==> config.mk <==
export PLATFORM = sky130hd
export DESIGN_NAME = hst_front
export DESIGN_NICKNAME = d
export VERILOG_FILES = /design/src/rtl/hst_pkg.sv /design/src/rtl/hst_front.sv
export SDC_FILE = /design/constraint.sdc
export NUM_CORES = 1
export LEC_CHECK = 0
export ABC_AREA = 1
export ABC_CLOCK_PERIOD_IN_PS = 9100
export BUFFER_PORTS_ARGS = -buffer_cell sky130_fd_sc_hd__buf_2
export CAP_MARGIN = 25
export CORE_UTILIZATION = 30
export DETAILED_ROUTE_END_ITERATION = 12
export PLACE_DENSITY = 0.52
export SLEW_MARGIN = 30
export SYNTH_ARGS = -nofsm -noshare
export SYNTH_HDL_FRONTEND = slang
export SYNTH_SLANG_ARGS = --single-unit
==> constraint.sdc <==
create_clock -name clk_i -period 9.1 [get_ports clk_i]
set_input_delay 0.91 -clock clk_i [delete_from_list [all_inputs] [get_ports clk_i]]
set_output_delay 0.91 -clock clk_i [all_outputs]
set_load 0.005 [all_outputs]
==> src/rtl/hst_pkg.sv <==
// Package for the heard station table: item kinds, result status codes, engine states,
// the request struct carried from the front end to the table engine and the result struct.
// No dependencies.
`default_nettype none
package hst_pkg;

  typedef enum logic [1:0] {
    KIND_RECORD = 2'd0,
    KIND_CLEAR  = 2'd1,
    KIND_READ   = 2'd2,
    KIND_NONE   = 2'd3
  } kind_e;

  typedef enum logic [2:0] {
    ST_IGNORED = 3'd0,
    ST_UPDATED = 3'd1,
    ST_INSERTED = 3'd2,
    ST_EVICTED = 3'd3,
    ST_CLEARED = 3'd4,
    ST_READ    = 3'd5
  } status_e;

  typedef enum logic [2:0] {
    ENG_IDLE,
    ENG_SCAN,
    ENG_WAIT,
    ENG_LOOK,
    ENG_WRITE,
    ENG_REPLY
  } eng_state_e;

  typedef struct packed {
    kind_e       kind;
    logic [55:0] src;
    logic [55:0] dst;
    logic        beacon;
    logic [31:0] now;
    logic [5:0]  sel;
  } req_t;

  typedef struct packed {
    status_e     status;
    logic [5:0]  slot;
    logic        entry_valid;
    logic [55:0] station_address;
    logic [55:0] last_dest;
    logic [31:0] last_heard;
    logic [31:0] beacon_time;
    logic        beacon_seen;
    logic [31:0] heard_count;
    logic [6:0]  occupancy;
  } rsp_t;

endpackage
`default_nettype wire

==> src/rtl/hst_front.sv <==
// Front end of the heard station table: takes input items, turns records
// with an invalid source into no-op items and queues requests (two deep).
// Depends on hst_pkg.
`default_nettype none
module hst_front import hst_pkg::*; (
  input  wire logic        clk_i,
  input  wire logic        rst_ni,
  input  wire logic        push_i,
  output logic             full_o,
  input  wire logic [1:0]  kind_i,
  input  wire logic [55:0] source_address_i,
  input  wire logic        source_valid_i,
  input  wire logic [55:0] dest_address_i,
  input  wire logic        is_ui_frame_i,
  input  wire logic        has_info_i,
  input  wire logic [31:0] now_seconds_i,
  input  wire logic [5:0]  slot_select_i,
  output logic             req_valid_o,
  input  wire logic        req_take_i,
  output req_t             req_o
);

  req_t       buf_q [2];
  logic       wr_q, rd_q;
  logic [1:0] cnt_q;
  req_t       cls;
  logic       do_push, do_pop;

  always_comb begin
    cls.kind   = kind_e'(kind_i);
    // An invalid source is an item that changes nothing.
    if (kind_i == KIND_RECORD && !source_valid_i) cls.kind = KIND_NONE;
    cls.src    = source_address_i;
    cls.dst    = dest_address_i;
    cls.beacon = is_ui_frame_i & has_info_i;
    cls.now    = now_seconds_i;
    cls.sel    = slot_select_i;
  end

  assign full_o      = cnt_q[1];
  assign req_valid_o = cnt_q != 2'd0;
  assign req_o       = buf_q[rd_q];
  assign do_push     = push_i & ~full_o;
  assign do_pop      = req_take_i & req_valid_o;

  always_ff @(posedge clk_i) begin
    if (do_push) buf_q[wr_q] <= cls;
  end

  always_ff @(posedge clk_i or negedge rst_ni) begin
    if (!rst_ni) begin
      wr_q <= 1'b0;
      rd_q <= 1'b0;
      cnt_q <= 2'd0;
    end else begin
      if (do_push) wr_q <= ~wr_q;
      if (do_pop) rd_q <= ~rd_q;
      cnt_q <= cnt_q + 2'(do_push) - 2'(do_pop);
    end
  end

  assert property (@(posedge clk_i) disable iff (!rst_ni) cnt_q <= 2'd2)
    else $error("request queue count out of range");
  assert property (@(posedge clk_i) disable iff (!rst_ni)
    (full_o && !do_pop) |=> full_o)
    else $error("queue left full state without a pop");
  assert property (@(posedge clk_i) disable iff (!rst_ni)
    (do_push && !do_pop && cnt_q == 2'd0) |=> req_valid_o)
    else $error("pushed request not visible");

endmodule
`default_nettype wire

==> flow_results.xml <==
<?xml version="1.0" encoding="UTF-8"?>
<metrics>
  <group name="critical_path">
    <metric name="critPathCaptureType" unit="">output port</metric>
    <metric name="crit_path_top_delay_cell" unit="">dfrtp_4</metric>
    <metric name="timing.critical_path.slowest_cell_delay" unit="ns">0.68</metric>
    <metric name="launch_instance_of_the_worst_register_to_register_path" unit="">cnt_q[1]$_DFF_PN0_</metric>
    <metric name="register_to_register_setup_slack" unit="ns">6.29</metric>
    <metric name="crit_arrival" unit="ns">2.95</metric>
    <metric name="path_buf_inv" unit="">3</metric>
    <metric name="worst-setup-path-type" unit="">register to output port</metric>
    <metric name="critPathLaunch" unit="">rd_q$_DFFE_PN0P_</metric>
    <metric name="worst_setup_sp_type" unit="">register</metric>
    <metric name="critical_path.most_common_cell" unit="">nand2_1</metric>
    <metric name="crit_chain" unit="">inv_4, buf_6, nand2_1, nand2_1, buf_2</metric>
    <metric name="worstPathMaxFanout" unit="">92</metric>
    <metric name="crit_family" unit="">buffers and inverters</metric>
    <metric name="crit_required" unit="ns">8.19</metric>
  </group>
  <group name="sta">
    <metric name="timing.max_slew.rel_slack" unit="">0.4303</metric>
    <metric name="setup-violations-final" unit="">0</metric>
    <metric name="max_slew.worst_pin.slew" unit="ns">0.8545</metric>
    <metric name="slew_viol_final" unit="">0</metric>
    <metric name="worst_clock_skew" unit="ns">0.02062</metric>
    <metric name="timing_hold_violations_final" unit="">0</metric>
    <metric name="grt_setup_unrepaired" unit="">no</metric>
    <metric name="max_clock_freq" unit="MHz">258.8</metric>
    <metric name="timing.setup.tns" unit="ns">0</metric>
    <metric name="post-route-period-util" unit="">0.4246</metric>
    <metric name="final_period_demand_of_the_worst_path" unit="ns">3.864</metric>
  </group>
  <group name="clock_network">
    <metric name="post_cts_sizing_count" unit="">0</metric>
    <metric name="cts_buf_count" unit="">36</metric>
    <metric name="tritoncts_clock_tree" unit="">yes</metric>
    <metric name="clkTransAtPathRegs" unit="ns">0.06</metric>
    <metric name="max_root_sink_buffers" unit="">3</metric>
    <metric name="clkLatencyLatePin" unit="ns">0.52</metric>
    <metric name="cts.hold.buffers_added" unit="">0</metric>
    <metric name="htree_depth" unit="">2</metric>
    <metric name="clk_root_buffer_cell" unit="">clkbuf_16</metric>
    <metric name="clock_net_sink_count" unit="">310</metric>
    <metric name="post_cts.repair.setup_buffers" unit="">0</metric>
  </group>
  <group name="logic_synthesis">
    <metric name="count_of_mapped_cells_out_of_synthesis" unit="">826</metric>
    <metric name="yosys_warnings" unit="">0</metric>
    <metric name="synth_ff_type" unit="">edfxtp_1</metric>
    <metric name="synth_seq_area_share" unit="">0.8178</metric>
    <metric name="synth_top_area_cell" unit="">edfxtp_1</metric>
    <metric name="yosysTopAreaCellShare" unit="">0.8090</metric>
    <metric name="synth.net_count" unit="">986</metric>
    <metric name="post_synth_most_frequent_cells" unit="">465 x nand2_1, 306 x edfxtp_1, 19 x buf_2</metric>
    <metric name="postSynth.asyncResetShare" unit="">0.01290</metric>
    <metric name="synth_area_per_cell" unit="sq um">13.75</metric>
    <metric name="syn-cell-area" unit="sq um">11360</metric>
    <metric name="netlist-cell-type-count" unit="">17</metric>
    <metric name="ys_top_cells_by_area" unit="">edfxtp_1 81%, nand2_1 15%, dfrtp_1 0.88%</metric>
    <metric name="synth_edf_count" unit="">306</metric>
    <metric name="ys_seq_elements" unit="">310</metric>
    <metric name="synth.most_common_cell" unit="">nand2_1</metric>
  </group>
  <group name="global_routing">
    <metric name="grt_max_degree" unit="">93</metric>
    <metric name="groute.usage.overall" unit="">0.1351</metric>
    <metric name="number_of_antenna_violations_at_the_first_check_in_global_routing" unit="">4</metric>
    <metric name="first_global_vias" unit="">7014</metric>
    <metric name="grt_first_pass_wirelength" unit="um">39350</metric>
    <metric name="overflow" unit="">0</metric>
  </group>
  <group name="floorplanning">
    <metric name="die-width" unit="um">196.6</metric>
    <metric name="start_util" unit="">0.3073</metric>
    <metric name="die_h" unit="um">196.6</metric>
    <metric name="i_o_pins" unit="">314</metric>
    <metric name="floorplan.core_area" unit="sq um">36960</metric>
    <metric name="number_of_standard_cell_rows_in_the_floorplan" unit="">70</metric>
    <metric name="fp.dieArea" unit="sq um">38640</metric>
  </group>
  <group name="pwr">
    <metric name="clockPowerShare" unit="">0.285</metric>
    <metric name="power_switching" unit="mW">1.461</metric>
    <metric name="power.share.switching" unit="">0.3181</metric>
    <metric name="power_density" unit="nW/um^2">316.1</metric>
    <metric name="total_power" unit="mW">4.594</metric>
    <metric name="worst_ir_drop_vdd" unit="uV">174.1</metric>
    <metric name="comb_power_share" unit="">0.279</metric>
    <metric name="total_leakage_power" unit="nW">6.137</metric>
    <metric name="power.sequential.fraction" unit="">0.436</metric>
    <metric name="intPower" unit="mW">3.132</metric>
  </group>
  <group name="place">
    <metric name="place.gp.congestion" unit="">0.7302</metric>
    <metric name="io_buffer_count" unit="">313</metric>
    <metric name="dp_hpwl" unit="um">16580</metric>
  </group>
  <group name="outcome">
    <metric name="run_status" unit="">finished clean</metric>
  </group>
  <group name="routing">
    <metric name="firstDrtPassIters" unit="">5</metric>
    <metric name="drtIter0Drc" unit="">277</metric>
    <metric name="wl" unit="um">26460</metric>
    <metric name="via_count" unit="">7055</metric>
    <metric name="route.antenna.remaining_nets" unit="">0</metric>
    <metric name="route.detailed.vias_per_inst" unit="">4.192</metric>
    <metric name="drcViolationCount" unit="">0</metric>
    <metric name="routed_len_inst" unit="um">15.72</metric>
  </group>
  <group name="job">
    <metric name="max_cap_violation_count" unit="">0</metric>
  </group>
  <group name="hold_path">
    <metric name="hp-class" unit="">input pin to async pin</metric>
  </group>
  <group name="finish">
    <metric name="fin_nets" unit="">1313</metric>
    <metric name="number_of_fill_cells_in_the_layout" unit="">3566</metric>
    <metric name="flow.area_growth_from_synthesis" unit="%">27.96</metric>
    <metric name="drive_above_1_share" unit="">0.3146</metric>
  </group>
</metrics>
==> metrics by stage <==
stage	cell area [sq um]	setup slack, ns	instances	hold WS, ns	utilization
2_1_floorplan	11360	1.050	826	0.5163	-
3_3_place_gp	13410	5.142	1617	0.5478	0.3629
3_5_place_dp	13440	5.687	1618	0.5465	0.3636
4_1_cts	14500	5.117	1679	0.1406	0.3923
5_1_grt	14530	4.980	1683	0.1616	0.3932
6_report	14530	5.236	1683	0.1846	0.3932
==> placed cells by master, fill, tap and decap left out, drive strengths merged, types with 3 or more instances in the layout <==
| cell | instances |
|---|---|
| nand2 | 465 |
| clkinv | 9 |
| xor2 | 3 |
| dfrtp | 4 |
| inv | 7 |
| diode | 3 |
| edfxtp | 306 |
| buf | 322 |
| clkbuf | 48 |
==> per-layer routing <==
metal  wire length (um)  track usage
met1              10690       0.1560
met2              13280       0.2301
met3               1742      0.04124
met4                733      0.06230
met5                 10            0
==> final cells by class <==
cell class                 count  area, sq um  area share
antenna                        3        7.507   0.0005165
clock buffer                  48        967.2     0.06655
clock inverter                13        92.59    0.006371
inverter                       6        25.02    0.001722
multi-input combinational    477         1844      0.1269
sequential                   310         9293      0.6394
tap                          504        630.6     0.04339
timing repair buffer         322         1674      0.1152
==> registers in the layout, summed over array words and instances (netlist names) <==
| name | cells |
|---|---|
| buf_q | 306 |
| cnt_q | 2 |
| rd_q | 1 |
| wr_q | 1 |
==> cells by family (layout without fill, tap and decap cells) <==
logic type / after synthesis / count (layout) / synth area share
and+or+nand+nor: 470 / 470 / 0.1559
adders and majority gates: 1 / 1 / 0.001101
DFF: 310 / 310 / 0.8178
xor gates and xnor gates: 3 / 3 / 0.002314
AOI/OAI and AO/OA: 3 / 3 / 0.001762
other: 0 / 3 / 0
buffers and inverters: 39 / 389 / 0.02115
==> worst reg2reg max path, delay by kind of cell, from the launching register on <==
family	cells	cell delay, ns
flip-flops	1	0.42
buffers and inverters	3	1.24
AND/OR/NAND/NOR	2	0.72
==> power groups by stage <==
stage	sequential (mW)	combinational (mW)	clock, mW
floorplan	2.06	0.722	0
global placement	2.07	1.27	0
detailed placement	2.04	1.31	0
CTS	2.01	1.32	1.36
global route	2.03	1.45	1.41
finish	2.00	1.28	1.31
==> worst paths after layout <==
path / endpoint / cells after the start
worst min register to register: cnt_q[0]$_DFF_PN0_ / 1
min in group clk_i: cnt_q[0]$_DFF_PN0_ / 1
worst min-delay path: cnt_q[1]$_DFF_PN0_ / 1
worst max register to register: buf_q[0][13]$_DFFE_PP_ / 5
max in group asynchronous: rd_q$_DFFE_PN0P_ / 1
worst max-delay path: req_o[1] / 5
No activity file was read; power rests on OpenSTA's default activity.
